$ cat src/rtl/stod_pkg.sv
// Shared types and constants for the score to digit sprites block.
// No dependencies; imported by stod_bcd_conv and score_to_digit_sprites.
package stod_pkg;

    // Action codes carried in the input word; code 3 has no meaning
    typedef enum logic [1:0] {
        ACT_SET  = 2'd0,
        ACT_ADD  = 2'd1,
        ACT_DRAW = 2'd2
    } action_t;

    // Register indexes on the configuration port
    localparam int CFG_IDX_W = 2;
    localparam int CFG_W     = 8;
    localparam logic [CFG_IDX_W-1:0] REG_X_ORIGIN   = 2'd0;
    localparam logic [CFG_IDX_W-1:0] REG_Y_ORIGIN   = 2'd1;
    localparam logic [CFG_IDX_W-1:0] REG_FIRST_TILE = 2'd2;

    localparam int DIGIT_W  = 4;
    localparam int COORD_W  = 8;
    localparam int X_STEP   = 8;
    localparam int IN_W     = 16;

endpackage

$ cat src/rtl/stod_bcd_conv.sv
// Iterative binary to BCD converter (shift and add-3), one bit per cycle.
// Depends on stod_pkg for the digit width.
module stod_bcd_conv
    import stod_pkg::*;
#(
    parameter int VALUE_BITS = 16,
    parameter int DIGITS     = 5
) (
    input  logic                        aclk,
    input  logic                        aresetn,
    input  logic                        start,
    input  logic [VALUE_BITS-1:0]       value,
    output logic                        done,
    output logic [DIGITS*DIGIT_W-1:0]   bcd
);

    localparam int CNT_W = $clog2(VALUE_BITS + 1);
    localparam int BCD_W = DIGITS * DIGIT_W;

    logic [VALUE_BITS-1:0] val_reg;
    logic [BCD_W-1:0]      bcd_reg;
    logic [BCD_W-1:0]      bcd_adj;
    logic [CNT_W-1:0]      cnt_reg;
    logic                  busy_reg;
    logic                  done_reg;

    // Correct every digit of 5 or more before the shift
    always_comb begin
        for (int i = 0; i < DIGITS; i++) begin
            if (bcd_reg[i*DIGIT_W +: DIGIT_W] >= DIGIT_W'(5)) begin
                bcd_adj[i*DIGIT_W +: DIGIT_W] = bcd_reg[i*DIGIT_W +: DIGIT_W] + DIGIT_W'(3);
            end else begin
                bcd_adj[i*DIGIT_W +: DIGIT_W] = bcd_reg[i*DIGIT_W +: DIGIT_W];
            end
        end
    end

    always_ff @(posedge aclk) begin
        if (!aresetn) begin
            busy_reg <= 1'b0;
            done_reg <= 1'b0;
            cnt_reg  <= '0;
        end else begin
            done_reg <= 1'b0;
            if (start) begin
                busy_reg <= 1'b1;
                cnt_reg  <= CNT_W'(VALUE_BITS);
            end else if (busy_reg) begin
                cnt_reg <= cnt_reg - CNT_W'(1);
                if (cnt_reg == CNT_W'(1)) begin
                    busy_reg <= 1'b0;
                    done_reg <= 1'b1;
                end
            end
        end
        if (start) begin
            val_reg <= value;
            bcd_reg <= '0;
        end else if (busy_reg) begin
            val_reg <= {val_reg[VALUE_BITS-2:0], 1'b0};
            bcd_reg <= {bcd_adj[BCD_W-2:0], val_reg[VALUE_BITS-1]};
        end
    end

    assign done = done_reg;
    assign bcd  = bcd_reg;

endmodule

$ cat src/rtl/score_to_digit_sprites.sv
// Top level: score register, configuration registers, draw sequencer and output word.
// Depends on stod_pkg and stod_bcd_conv.
//
// Use: each input word carries an action. Set loads the score, add adds a signed
// delta (wrapping); neither gives any output. Draw converts the
// score to decimal and sends one sprite word per digit, leftmost first, leading
// zeros dropped (zero gives a single digit), m_tlast on the final sprite.
// Configuration (x origin, y origin, first tile) is written through cfg_we,
// cfg_addr and cfg_wdata, and the user must write it only while the block is
// idle; the block itself does not enforce this. It is read at each draw.
// A draw is accepted, passes through the bit-serial BCD converter, whose result
// is then taken; leading zeros are skipped up to the first digit kept, and then
// one sprite word is sent per digit, waiting out any stalls on the output.
// The converter handles one bit per cycle.
// s_tready stays low from the draw until the last sprite is loaded into the
// output register. When the receiver holds m_tready low the output word holds
// and the sequencer waits. Synchronous reset clears the score, the registers
// and all control state; no output is valid after reset.
module score_to_digit_sprites
    import stod_pkg::*;
#(
    parameter int VALUE_BITS = 16
) (
    input  logic                 aclk,
    input  logic                 aresetn,
    // Input word: action [1:0], new_value [17:2], delta [33:18], zero pad
    input  logic                 s_tvalid,
    output logic                 s_tready,
    input  logic [39:0]          s_tdata,
    // Output word: sprite_x [7:0], sprite_y [15:8], tile [23:16]
    output logic                 m_tvalid,
    input  logic                 m_tready,
    output logic [23:0]          m_tdata,
    output logic                 m_tlast,
    input  logic                 cfg_we,
    input  logic [CFG_IDX_W-1:0] cfg_addr,
    input  logic [CFG_W-1:0]     cfg_wdata
);

    localparam int DIGITS = ((VALUE_BITS * 1233) >> 12) + 1;
    localparam int IDX_W  = $clog2(DIGITS);
    localparam int BCD_W  = DIGITS * DIGIT_W;

    typedef enum logic [1:0] {
        ST_IDLE,
        ST_CONV,
        ST_SKIP,
        ST_EMIT
    } state_t;

    state_t                state_reg;
    logic [VALUE_BITS-1:0] score_reg;
    logic [COORD_W-1:0]    x_origin_reg;
    logic [COORD_W-1:0]    y_origin_reg;
    logic [COORD_W-1:0]    first_tile_reg;
    logic [IDX_W-1:0]      idx_reg;
    logic [COORD_W-1:0]    x_reg;
    logic                  m_tvalid_reg;
    logic                  m_tlast_reg;
    logic [23:0]           m_tdata_reg;

    action_t               action;
    logic [IN_W-1:0]       new_value;
    logic [IN_W-1:0]       delta;
    logic [VALUE_BITS+IN_W-1:0] value_ext;
    logic [VALUE_BITS+IN_W-1:0] delta_ext;
    logic                  accept;
    logic                  conv_start;
    logic                  conv_done;
    logic [BCD_W-1:0]      bcd;
    logic [DIGIT_W-1:0]    digit;
    logic                  slot_free;

    assign action    = action_t'(s_tdata[1:0]);
    assign new_value = s_tdata[17:2];
    assign delta     = s_tdata[33:18];
    assign value_ext = {{VALUE_BITS{1'b0}}, new_value};
    assign delta_ext = {{VALUE_BITS{delta[IN_W-1]}}, delta};

    assign s_tready   = (state_reg == ST_IDLE);
    assign accept     = s_tvalid && s_tready;
    assign conv_start = accept && (action == ACT_DRAW);
    assign digit      = bcd[{idx_reg, 2'b00} +: DIGIT_W];
    assign slot_free  = !m_tvalid_reg || m_tready;

    stod_bcd_conv #(
        .VALUE_BITS (VALUE_BITS),
        .DIGITS     (DIGITS)
    ) u_conv (
        .aclk    (aclk),
        .aresetn (aresetn),
        .start   (conv_start),
        .value   (score_reg),
        .done    (conv_done),
        .bcd     (bcd)
    );

    always_ff @(posedge aclk) begin
        if (!aresetn) begin
            state_reg      <= ST_IDLE;
            score_reg      <= '0;
            x_origin_reg   <= '0;
            y_origin_reg   <= '0;
            first_tile_reg <= '0;
            m_tvalid_reg   <= 1'b0;
            idx_reg        <= '0;
        end else begin
            if (cfg_we) begin
                case (cfg_addr)
                    REG_X_ORIGIN:   x_origin_reg   <= cfg_wdata;
                    REG_Y_ORIGIN:   y_origin_reg   <= cfg_wdata;
                    REG_FIRST_TILE: first_tile_reg <= cfg_wdata;
                    default: ;
                endcase
            end
            if (m_tvalid_reg && m_tready) begin
                m_tvalid_reg <= 1'b0;
            end
            case (state_reg)
                ST_IDLE: begin
                    if (accept) begin
                        case (action)
                            ACT_SET:  score_reg <= value_ext[VALUE_BITS-1:0];
                            ACT_ADD:  score_reg <= score_reg + delta_ext[VALUE_BITS-1:0];
                            ACT_DRAW: state_reg <= ST_CONV;
                            default: ;
                        endcase
                    end
                end
                ST_CONV: begin
                    if (conv_done) begin
                        idx_reg   <= IDX_W'(DIGITS - 1);
                        state_reg <= ST_SKIP;
                    end
                end
                ST_SKIP: begin
                    // Drop leading zeros but always keep the units digit
                    if (digit == '0 && idx_reg != '0) begin
                        idx_reg <= idx_reg - IDX_W'(1);
                    end else begin
                        state_reg <= ST_EMIT;
                    end
                end
                ST_EMIT: begin
                    if (slot_free) begin
                        m_tvalid_reg <= 1'b1;
                        if (idx_reg == '0) begin
                            state_reg <= ST_IDLE;
                        end else begin
                            idx_reg <= idx_reg - IDX_W'(1);
                        end
                    end
                end
                default: state_reg <= ST_IDLE;
            endcase
        end
        // Payload: position counter and output word
        if (state_reg == ST_CONV) begin
            x_reg <= x_origin_reg;
        end else if (state_reg == ST_EMIT && slot_free) begin
            x_reg       <= x_reg + COORD_W'(X_STEP);
            m_tdata_reg <= {first_tile_reg + {3'b000, digit, 1'b0}, y_origin_reg, x_reg};
            m_tlast_reg <= (idx_reg == '0);
        end
    end

    assign m_tvalid = m_tvalid_reg;
    assign m_tdata  = m_tdata_reg;
    assign m_tlast  = m_tlast_reg;

`ifndef SYNTH
    a_draw_blocks_input: assert property (@(posedge aclk) disable iff (!aresetn)
        (s_tvalid && s_tready && s_tdata[1:0] == ACT_DRAW) |=> !s_tready)
        else $error("input taken while a draw is under way");

    a_mid_draw_busy: assert property (@(posedge aclk) disable iff (!aresetn)
        (m_tvalid && !m_tlast) |-> !s_tready)
        else $error("input ready before the last sprite was loaded");

    a_done_in_conv: assert property (@(posedge aclk) disable iff (!aresetn)
        conv_done |-> (state_reg == ST_CONV))
        else $error("converter finished outside a draw");
`endif

endmodule
$ cat config.mk
export PLATFORM = sky130hd
export DESIGN_NAME = score_to_digit_sprites
export DESIGN_NICKNAME = d
export VERILOG_FILES = /design/src/rtl/stod_pkg.sv /design/src/rtl/stod_bcd_conv.sv /design/src/rtl/score_to_digit_sprites.sv
export SDC_FILE = /design/constraint.sdc
export NUM_CORES = 1
export LEC_CHECK = 0
export ABC_CLOCK_PERIOD_IN_PS = 4100
export BUFFER_PORTS_ARGS = -buffer_cell sky130_fd_sc_hd__buf_2
export CORE_ASPECT_RATIO = 1.75
export CORE_MARGIN = 10
export CORE_UTILIZATION = 63
export DETAILED_ROUTE_END_ITERATION = 10
export MAX_ROUTING_LAYER = met4
export PLACE_DENSITY = 0.95
export SLEW_MARGIN = 20
export SYNTH_ARGS = -nofsm -noshare
export SYNTH_HDL_FRONTEND = slang
export SYNTH_HIERARCHICAL = 1
export SYNTH_SLANG_ARGS = --single-unit
$ cat constraint.sdc
create_clock -name aclk -period 4.1 [get_ports aclk]
set_input_delay 1.025 -clock aclk [delete_from_list [all_inputs] [get_ports aclk]]
set_output_delay 1.025 -clock aclk [all_outputs]
set_load 0.01 [all_outputs]
==> out/qor.csv, run 1 <==
metric,value,unit
sum of negative setup slack,0,ps
Final ANT Viol Nets,0,
Initial Util,64.8,%
power per cell area,621,mW/mm²
DIE AREA,0.0149,mm²
CTS tree,done,
most frequent cells in the layout,"buf_2 (75), dfxtp_1 (73), edfxtp_1 (49)",
drc violations,0,
largest net degree at the start of global routing,52,
top post-synthesis cells by area,"edfxtp_1 (23%), dfxtp_1 (23%), ha_1 (7.4%)",
Final nets,791,
post-synth top area cell,edfxtp_1,
origin of the critical flop-to-flop path,idx_reg[0],
Num CTS Buffers,17,
final instance area,0.00756,mm²
Slew Limit Fails,0,
Die Span Y,154,µm
clk_lat worst skew,420,ps
Fmax,324,MHz
Critical Path End Type,register,
"Buf+Inv Stages, Crit Path",0,
GRT Overall Usage,23.6,%
worst r2r path cells,10,
Sink Count,122,
DRT Wirelength,16.8,mm
Crit path max-delay family,compound AO/OA/AOI/OAI gates,
vias,5392,
GP Congestion,0.951,
critical path data arrival time,3240,ps
Via density,6.47,
hold endpoint,m_tdata[1],
WL per Instance,20.1,µm
Yosys warning count,6,
FF-to-FF setup slack,1010,ps
H-tree Lvls,4,
Die X,96.5,µm
Boundary Pins,82,
first-pass GRT wire length,27.0,mm
syn avg cell area,10.3,µm²
cts hold-fix bufs,0,
crit path time final,3090,ps
starting DRC count in detailed routing,488,
fraction of layout cells with a size suffix above 1,20.6,%
placement-stage cell area,0.00690,mm²
met3 Usage GRT,5.46,%
WS Path Type,reg2reg,
element type at the critical path start,register,
"Max FO, Critical Path",12,
slew margin rel.,45.0,%
cell-by-cell listing of the critical path,mux2i_1 > or2_2 > a21oi_1 > o21bai_1 > ha_1 > a21o_1 > a21oi_1 > nor2b_1 > o21ai_0 > xnor2_1,
Resize count post-CTS,0,
Worst Hold Class,reg2reg,
diode count,0,
clk root buf,clkbuf_16,
Clock transition at path regs,60,ps
crit-path most repeated cell,a21oi_1,
Worst Tran Pin Value,825,ps
initial antenna violation count,0,
Pre-Repair DR Iteration Count,7,
number of synthesized flops with an enable pin,49,
Clock Path Buffers,2,
Area Growth Syn to Fin,17.1,%
core area,0.00997,mm²
CP max stage delay,700,ps
Synth async-reset ratio,0,%
VDD IR max,0.423,mV
Final setup violation count,0,
Final Hold Viols,0,
period utilization,75.4,%
routing usage on met1,22.0,%
Lkg Pwr,3.05,nW
Post-CTS Repair Setup Buffers,0,
synthesized cell area,0.00646,mm²
DP HPWL,11.2,mm
status,"complete, no violations",
synthesis-stage register bit count,122,
register area share after synthesis,45.4,%
reg2reg end,m_tdata[22],
Critical Path RT,4250,ps
worst hold path depth,0,
GR peak layer,met2,
total global routing overflow,0,
"Top FF cell, synth",dfxtp_1,
Syn Nets,721,
met2 usage,41.9,%
Worst path slowest cell,dfxtp_1,
number of max-cap violations,0,
Largest register FFs,24,
RSZ-0062 raised after global routing,no,
port buffer count,75,
hold path start,x_reg[1],
skew final,10.4,ps
Cells after Synth,626,
Rows,48,
"most common cell after layout, fill and taps aside",buf_2,
number of global-route vias before repair,5701,
Yosys top cell area share,22.8,%
"Distinct cells, synth",66,
==> metal layers <==
metal	wire (µm)	up-vias
met4	786	0
met3	1150	87
met2	9210	280
met1	5650	2591
li1	-	2434
met5	0	-
==> cells in the mapped netlist, drive strengths merged (3+ instances only) <==
| master | instances |
|---|---|
| mux2 | 16 |
| xnor2 | 13 |
| nand3b | 3 |
| a21boi | 14 |
| o21bai | 3 |
| o221ai | 10 |
| nand2b | 9 |
| nand4 | 4 |
| o311ai | 4 |
| a31oi | 3 |
| nor2 | 28 |
| nor2b | 31 |
| and2 | 5 |
| o22a | 3 |
| or2 | 3 |
| a21oi | 33 |
| nand3 | 14 |
| or3 | 9 |
| nor3 | 7 |
| clkbuf | 18 |
| o211ai | 6 |
| ha | 38 |
| o32ai | 4 |
| dfxtp | 73 |
| a21o | 9 |
| a211oi | 5 |
| o31a | 3 |
| buf | 10 |
| nand2 | 39 |
| a311o | 3 |
| inv | 35 |
| edfxtp | 49 |
| xor2 | 12 |
| o21a | 3 |
| o22ai | 5 |
| and3 | 5 |
| nor3b | 3 |
| mux2i | 30 |
| o21ai | 39 |
==> kinds of logic (layout without fill, tap and decap cells) <==
| family | after synthesis | in the layout | share of synthesized area (%) |
|---|---|---|---|
| AO/OA/AOI/OAI | 161 | 161 | 17.4 |
| XOR/XNOR | 25 | 25 | 3.39 |
| adder cells (fa/ha/maj) | 40 | 40 | 7.98 |
| buffers and inverters | 63 | 146 | 3.97 |
| flip-flops | 122 | 122 | 45.4 |
| multiplexers | 48 | 48 | 8.14 |
| AND/OR/NAND/NOR | 167 | 167 | 13.7 |
==> cell type report <==
cell class              count  area (µm²)
well taps                 125         156
inverters                  35         131
clock inverters            13         223
clock buffers              19         433
repair buffers             79         405
multi-input cells         441        3280
flip-flops and latches    122        2930
fillers                   610        2410
==> stage by stage <==
step	util [%]	hold slack, ps	worst slack (ps)	power [mW]	cells
CTS	75.8	434	1030	4.66	834
detailed placement	69.2	418	908	2.95	802
finish	75.8	433	1010	4.69	834
global route	75.8	440	866	4.90	834
global placement	69.2	405	937	2.84	802
floorplan	-	400	1270	2.62	626
==> how the worst max path moves through the flow <==
stage | start | endpoint | slack [ps] | cells past startpoint
3_5_place_dp | s_tdata[18] | score_reg[12] | 910 | 10
5_1_grt | idx_reg[0] | m_tdata[22] | 870 | 10
6_report | idx_reg[0] | m_tdata[22] | 1010 | 10
3_3_place_gp | s_tdata[18] | score_reg[14] | 940 | 10
2_1_floorplan | s_tdata[18] | score_reg[14] | 1270 | 9
4_1_cts | idx_reg[0] | m_tdata[22] | 1030 | 10
==> where the power goes <==
group,switching (mW),internal (mW)
Clock,0.538,1.13
Sequential,0.231,1.49
Combinational,0.753,0.541
Total,1.52,3.17
Note: power is estimated with default switching activity, not from simulation.
==> inputs of run 2 (changes only) <==
Settings changed: ABC_CLOCK_PERIOD_IN_PS 4100 to 2700, CORE_UTILIZATION 63 to 53, PLACE_DENSITY 0.95 to 0.88.
Clock period 4.1 ns to 2.7 ns, I/O delays scaled along.
==> out/qor.csv, run 2 (synthesis gave the netlist of run 1 again) <==
metric,value,unit,change
FF-to-FF setup slack,150,ps,-860 ps
Fmax,392,MHz,+21%
clk root buf,clkbuf_16,,
RSZ-0062 raised after global routing,no,,
worst r2r path cells,11,,+1
Slew Limit Fails,0,,unchanged
Clock transition at path regs,50,ps,about the same
critical path data arrival time,2710,ps,-530 ps
cell-by-cell listing of the critical path,buf_6 > mux2i_1 > or2_2 > a21oi_1 > o21bai_1 > ha_1 > a21o_1 > a21oi_2 > nor2b_1 > o21ai_0 > xnor2_1,,
Largest register FFs,24,,unchanged
Boundary Pins,82,,unchanged
status,"complete, no violations",,
Die Span Y,166,µm,+7.9%
placement-stage cell area,0.00713,mm²,+3.3%
WL per Instance,18.2,µm,-9.6%
Sink Count,122,,unchanged
worst setup path start,idx_reg[0],,
Num CTS Buffers,17,,unchanged
Clock Path Buffers,2,,unchanged
first-pass GRT wire length,26.4,mm,-2.3%
core area,0.0120,mm²,+20%
Die X,103,µm,+7.2%
power per cell area,904,mW/mm²,+46%
period utilization,94.4,%,+19 points
number of global-route vias before repair,5655,,-0.81%
starting DRC count in detailed routing,338,,-31%
DP HPWL,11.6,mm,+3.9%
number of max-cap violations,0,,unchanged
Initial Util,53.8,%,-11 points
Via density,5.93,,-8.3%
Final Hold Viols,0,,unchanged
port buffer count,75,,unchanged
Pre-Repair DR Iteration Count,5,,-2
largest net degree at the start of global routing,38,,-27%
DIE AREA,0.0172,mm²,+16%
GRT Overall Usage,19.6,%,-4.0 points
element type at the critical path start,register,,
drc violations,0,,unchanged
total global routing overflow,0,,unchanged
H-tree Lvls,4,,unchanged
Area Growth Syn to Fin,20.3,%,
most frequent cells in the layout,"buf_2 (75), dfxtp_1 (73), edfxtp_1 (49)",,
reg2reg end,m_tdata[22],,
DRT Wirelength,16.3,mm,-2.8%
origin of the critical flop-to-flop path,idx_reg[0],,
CP endpoint,m_tdata[22],,
"Max FO, Critical Path",11,,-1
Worst Hold Class,reg2reg,,
final instance area,0.00776,mm²,+2.7%
skew final,9.39,ps,-1.05 ps
slew margin rel.,54.2,%,+9.2 points
dpl cells,864,,+7.7%
CTS tree,done,,
Critical Path RT,2860,ps,-1390 ps
Final nets,813,,+2.8%
crit path time final,2550,ps,-540 ps
GP Congestion,0.940,,-1.1%
clk_lat worst skew,410,ps,about the same
"most common cell after layout, fill and taps aside",buf_2,,
vias,5312,,-1.5%
Critical Path End Type,register,,
diode count,0,,unchanged
"Cell Count, Final, Fillers Out",896,,+7.4%
Worst Tran Pin Value,685,ps,-140 ps
WS Path Type,reg2reg,,
Worst path slowest cell,dfxtp_1,,
Lkg Pwr,3.14,nW,+3.0%
initial antenna violation count,0,,unchanged
Rows,53,,+10%
CP max stage delay,370,ps,-330 ps
Final setup violation count,0,,unchanged
Final ANT Viol Nets,0,,unchanged
fraction of layout cells with a size suffix above 1,23.1,%,+2.5 points
VDD IR max,0.512,mV,+21%
hold path start,x_reg[1],,
run 2: stage by stage:
step	utilization [%]	setup slack (ps)	TNS, ps	hold WS [ps]	power, mW
2_1_floorplan	-	220	0	400	3.98
3_3_place_gp	59.4	-108	-198	404	4.39
5_1_grt	64.7	3.04	0	417	7.36
6_report	64.7	151	0	414	7.02
4_1_cts	64.5	75.8	0	416	6.98
3_5_place_dp	59.4	-189	-612	405	4.59
run 2: layer usage:
metal | vias to the layer above | part of all wire (%) | GRT usage, %
met5 | - | 0 | -
met4 | 0 | 3.7 | 10.5
met3 | 58 | 5.8 | 4.62
met2 | 235 | 55 | 35.1
met1 | 2533 | 35 | 18.3
li1 | 2486 | - | -
run 2: final cells by class:
cell class	count	area, µm²
Clock buffer	20	447
Clock inverter	12	173
Fill cell	883	4240
Inverter	35	131
Multi-Input combinational cell	441	3290
Sequential cell	122	2930
Tap cell	165	206
Timing Repair Buffer	101	587
run 2: how the worst min path moves through the flow:
stage / slack [ps] / depth (start not counted) / to
after floorplan: 400 / 0 / m_tdata[0]
after global placement: 400 / 0 / m_tdata[0]
after detailed placement: 400 / 0 / m_tdata[1]
after CTS: 420 / 0 / m_tdata[1]
after global routing: 420 / 0 / m_tdata[1]
final: 410 / 0 / m_tdata[1]
run 2: where the power goes:
group	total, mW	leakage, nW	internal, mW	switching [mW]
Clock	2.36	0.291	1.56	0.801
Combinational	2.04	1.80	0.892	1.15
Sequential	2.61	1.05	2.27	0.341
Total	7.02	3.14	4.72	2.29
run 2: critical path, delay by kind of cell (launching register included):
| family | cells | cell delay, ps |
|---|---|---|
| adder cells (fa/ha/maj) | 1 | 290 |
| XOR/XNOR | 1 | 90 |
| buffers and inverters | 1 | 180 |
| multiplexers | 1 | 90 |
| AND/OR/NAND/NOR | 2 | 350 |
| flip-flops | 1 | 370 |
| AO/OA/AOI/OAI | 5 | 940 |
run 2: what timing repair did:
item,CTS,global route
hold buffers,0,0
hold endpoints to repair,0,0
setup endpoints to repair,0,1
buffers inserted,0,0
resized for setup,0,3
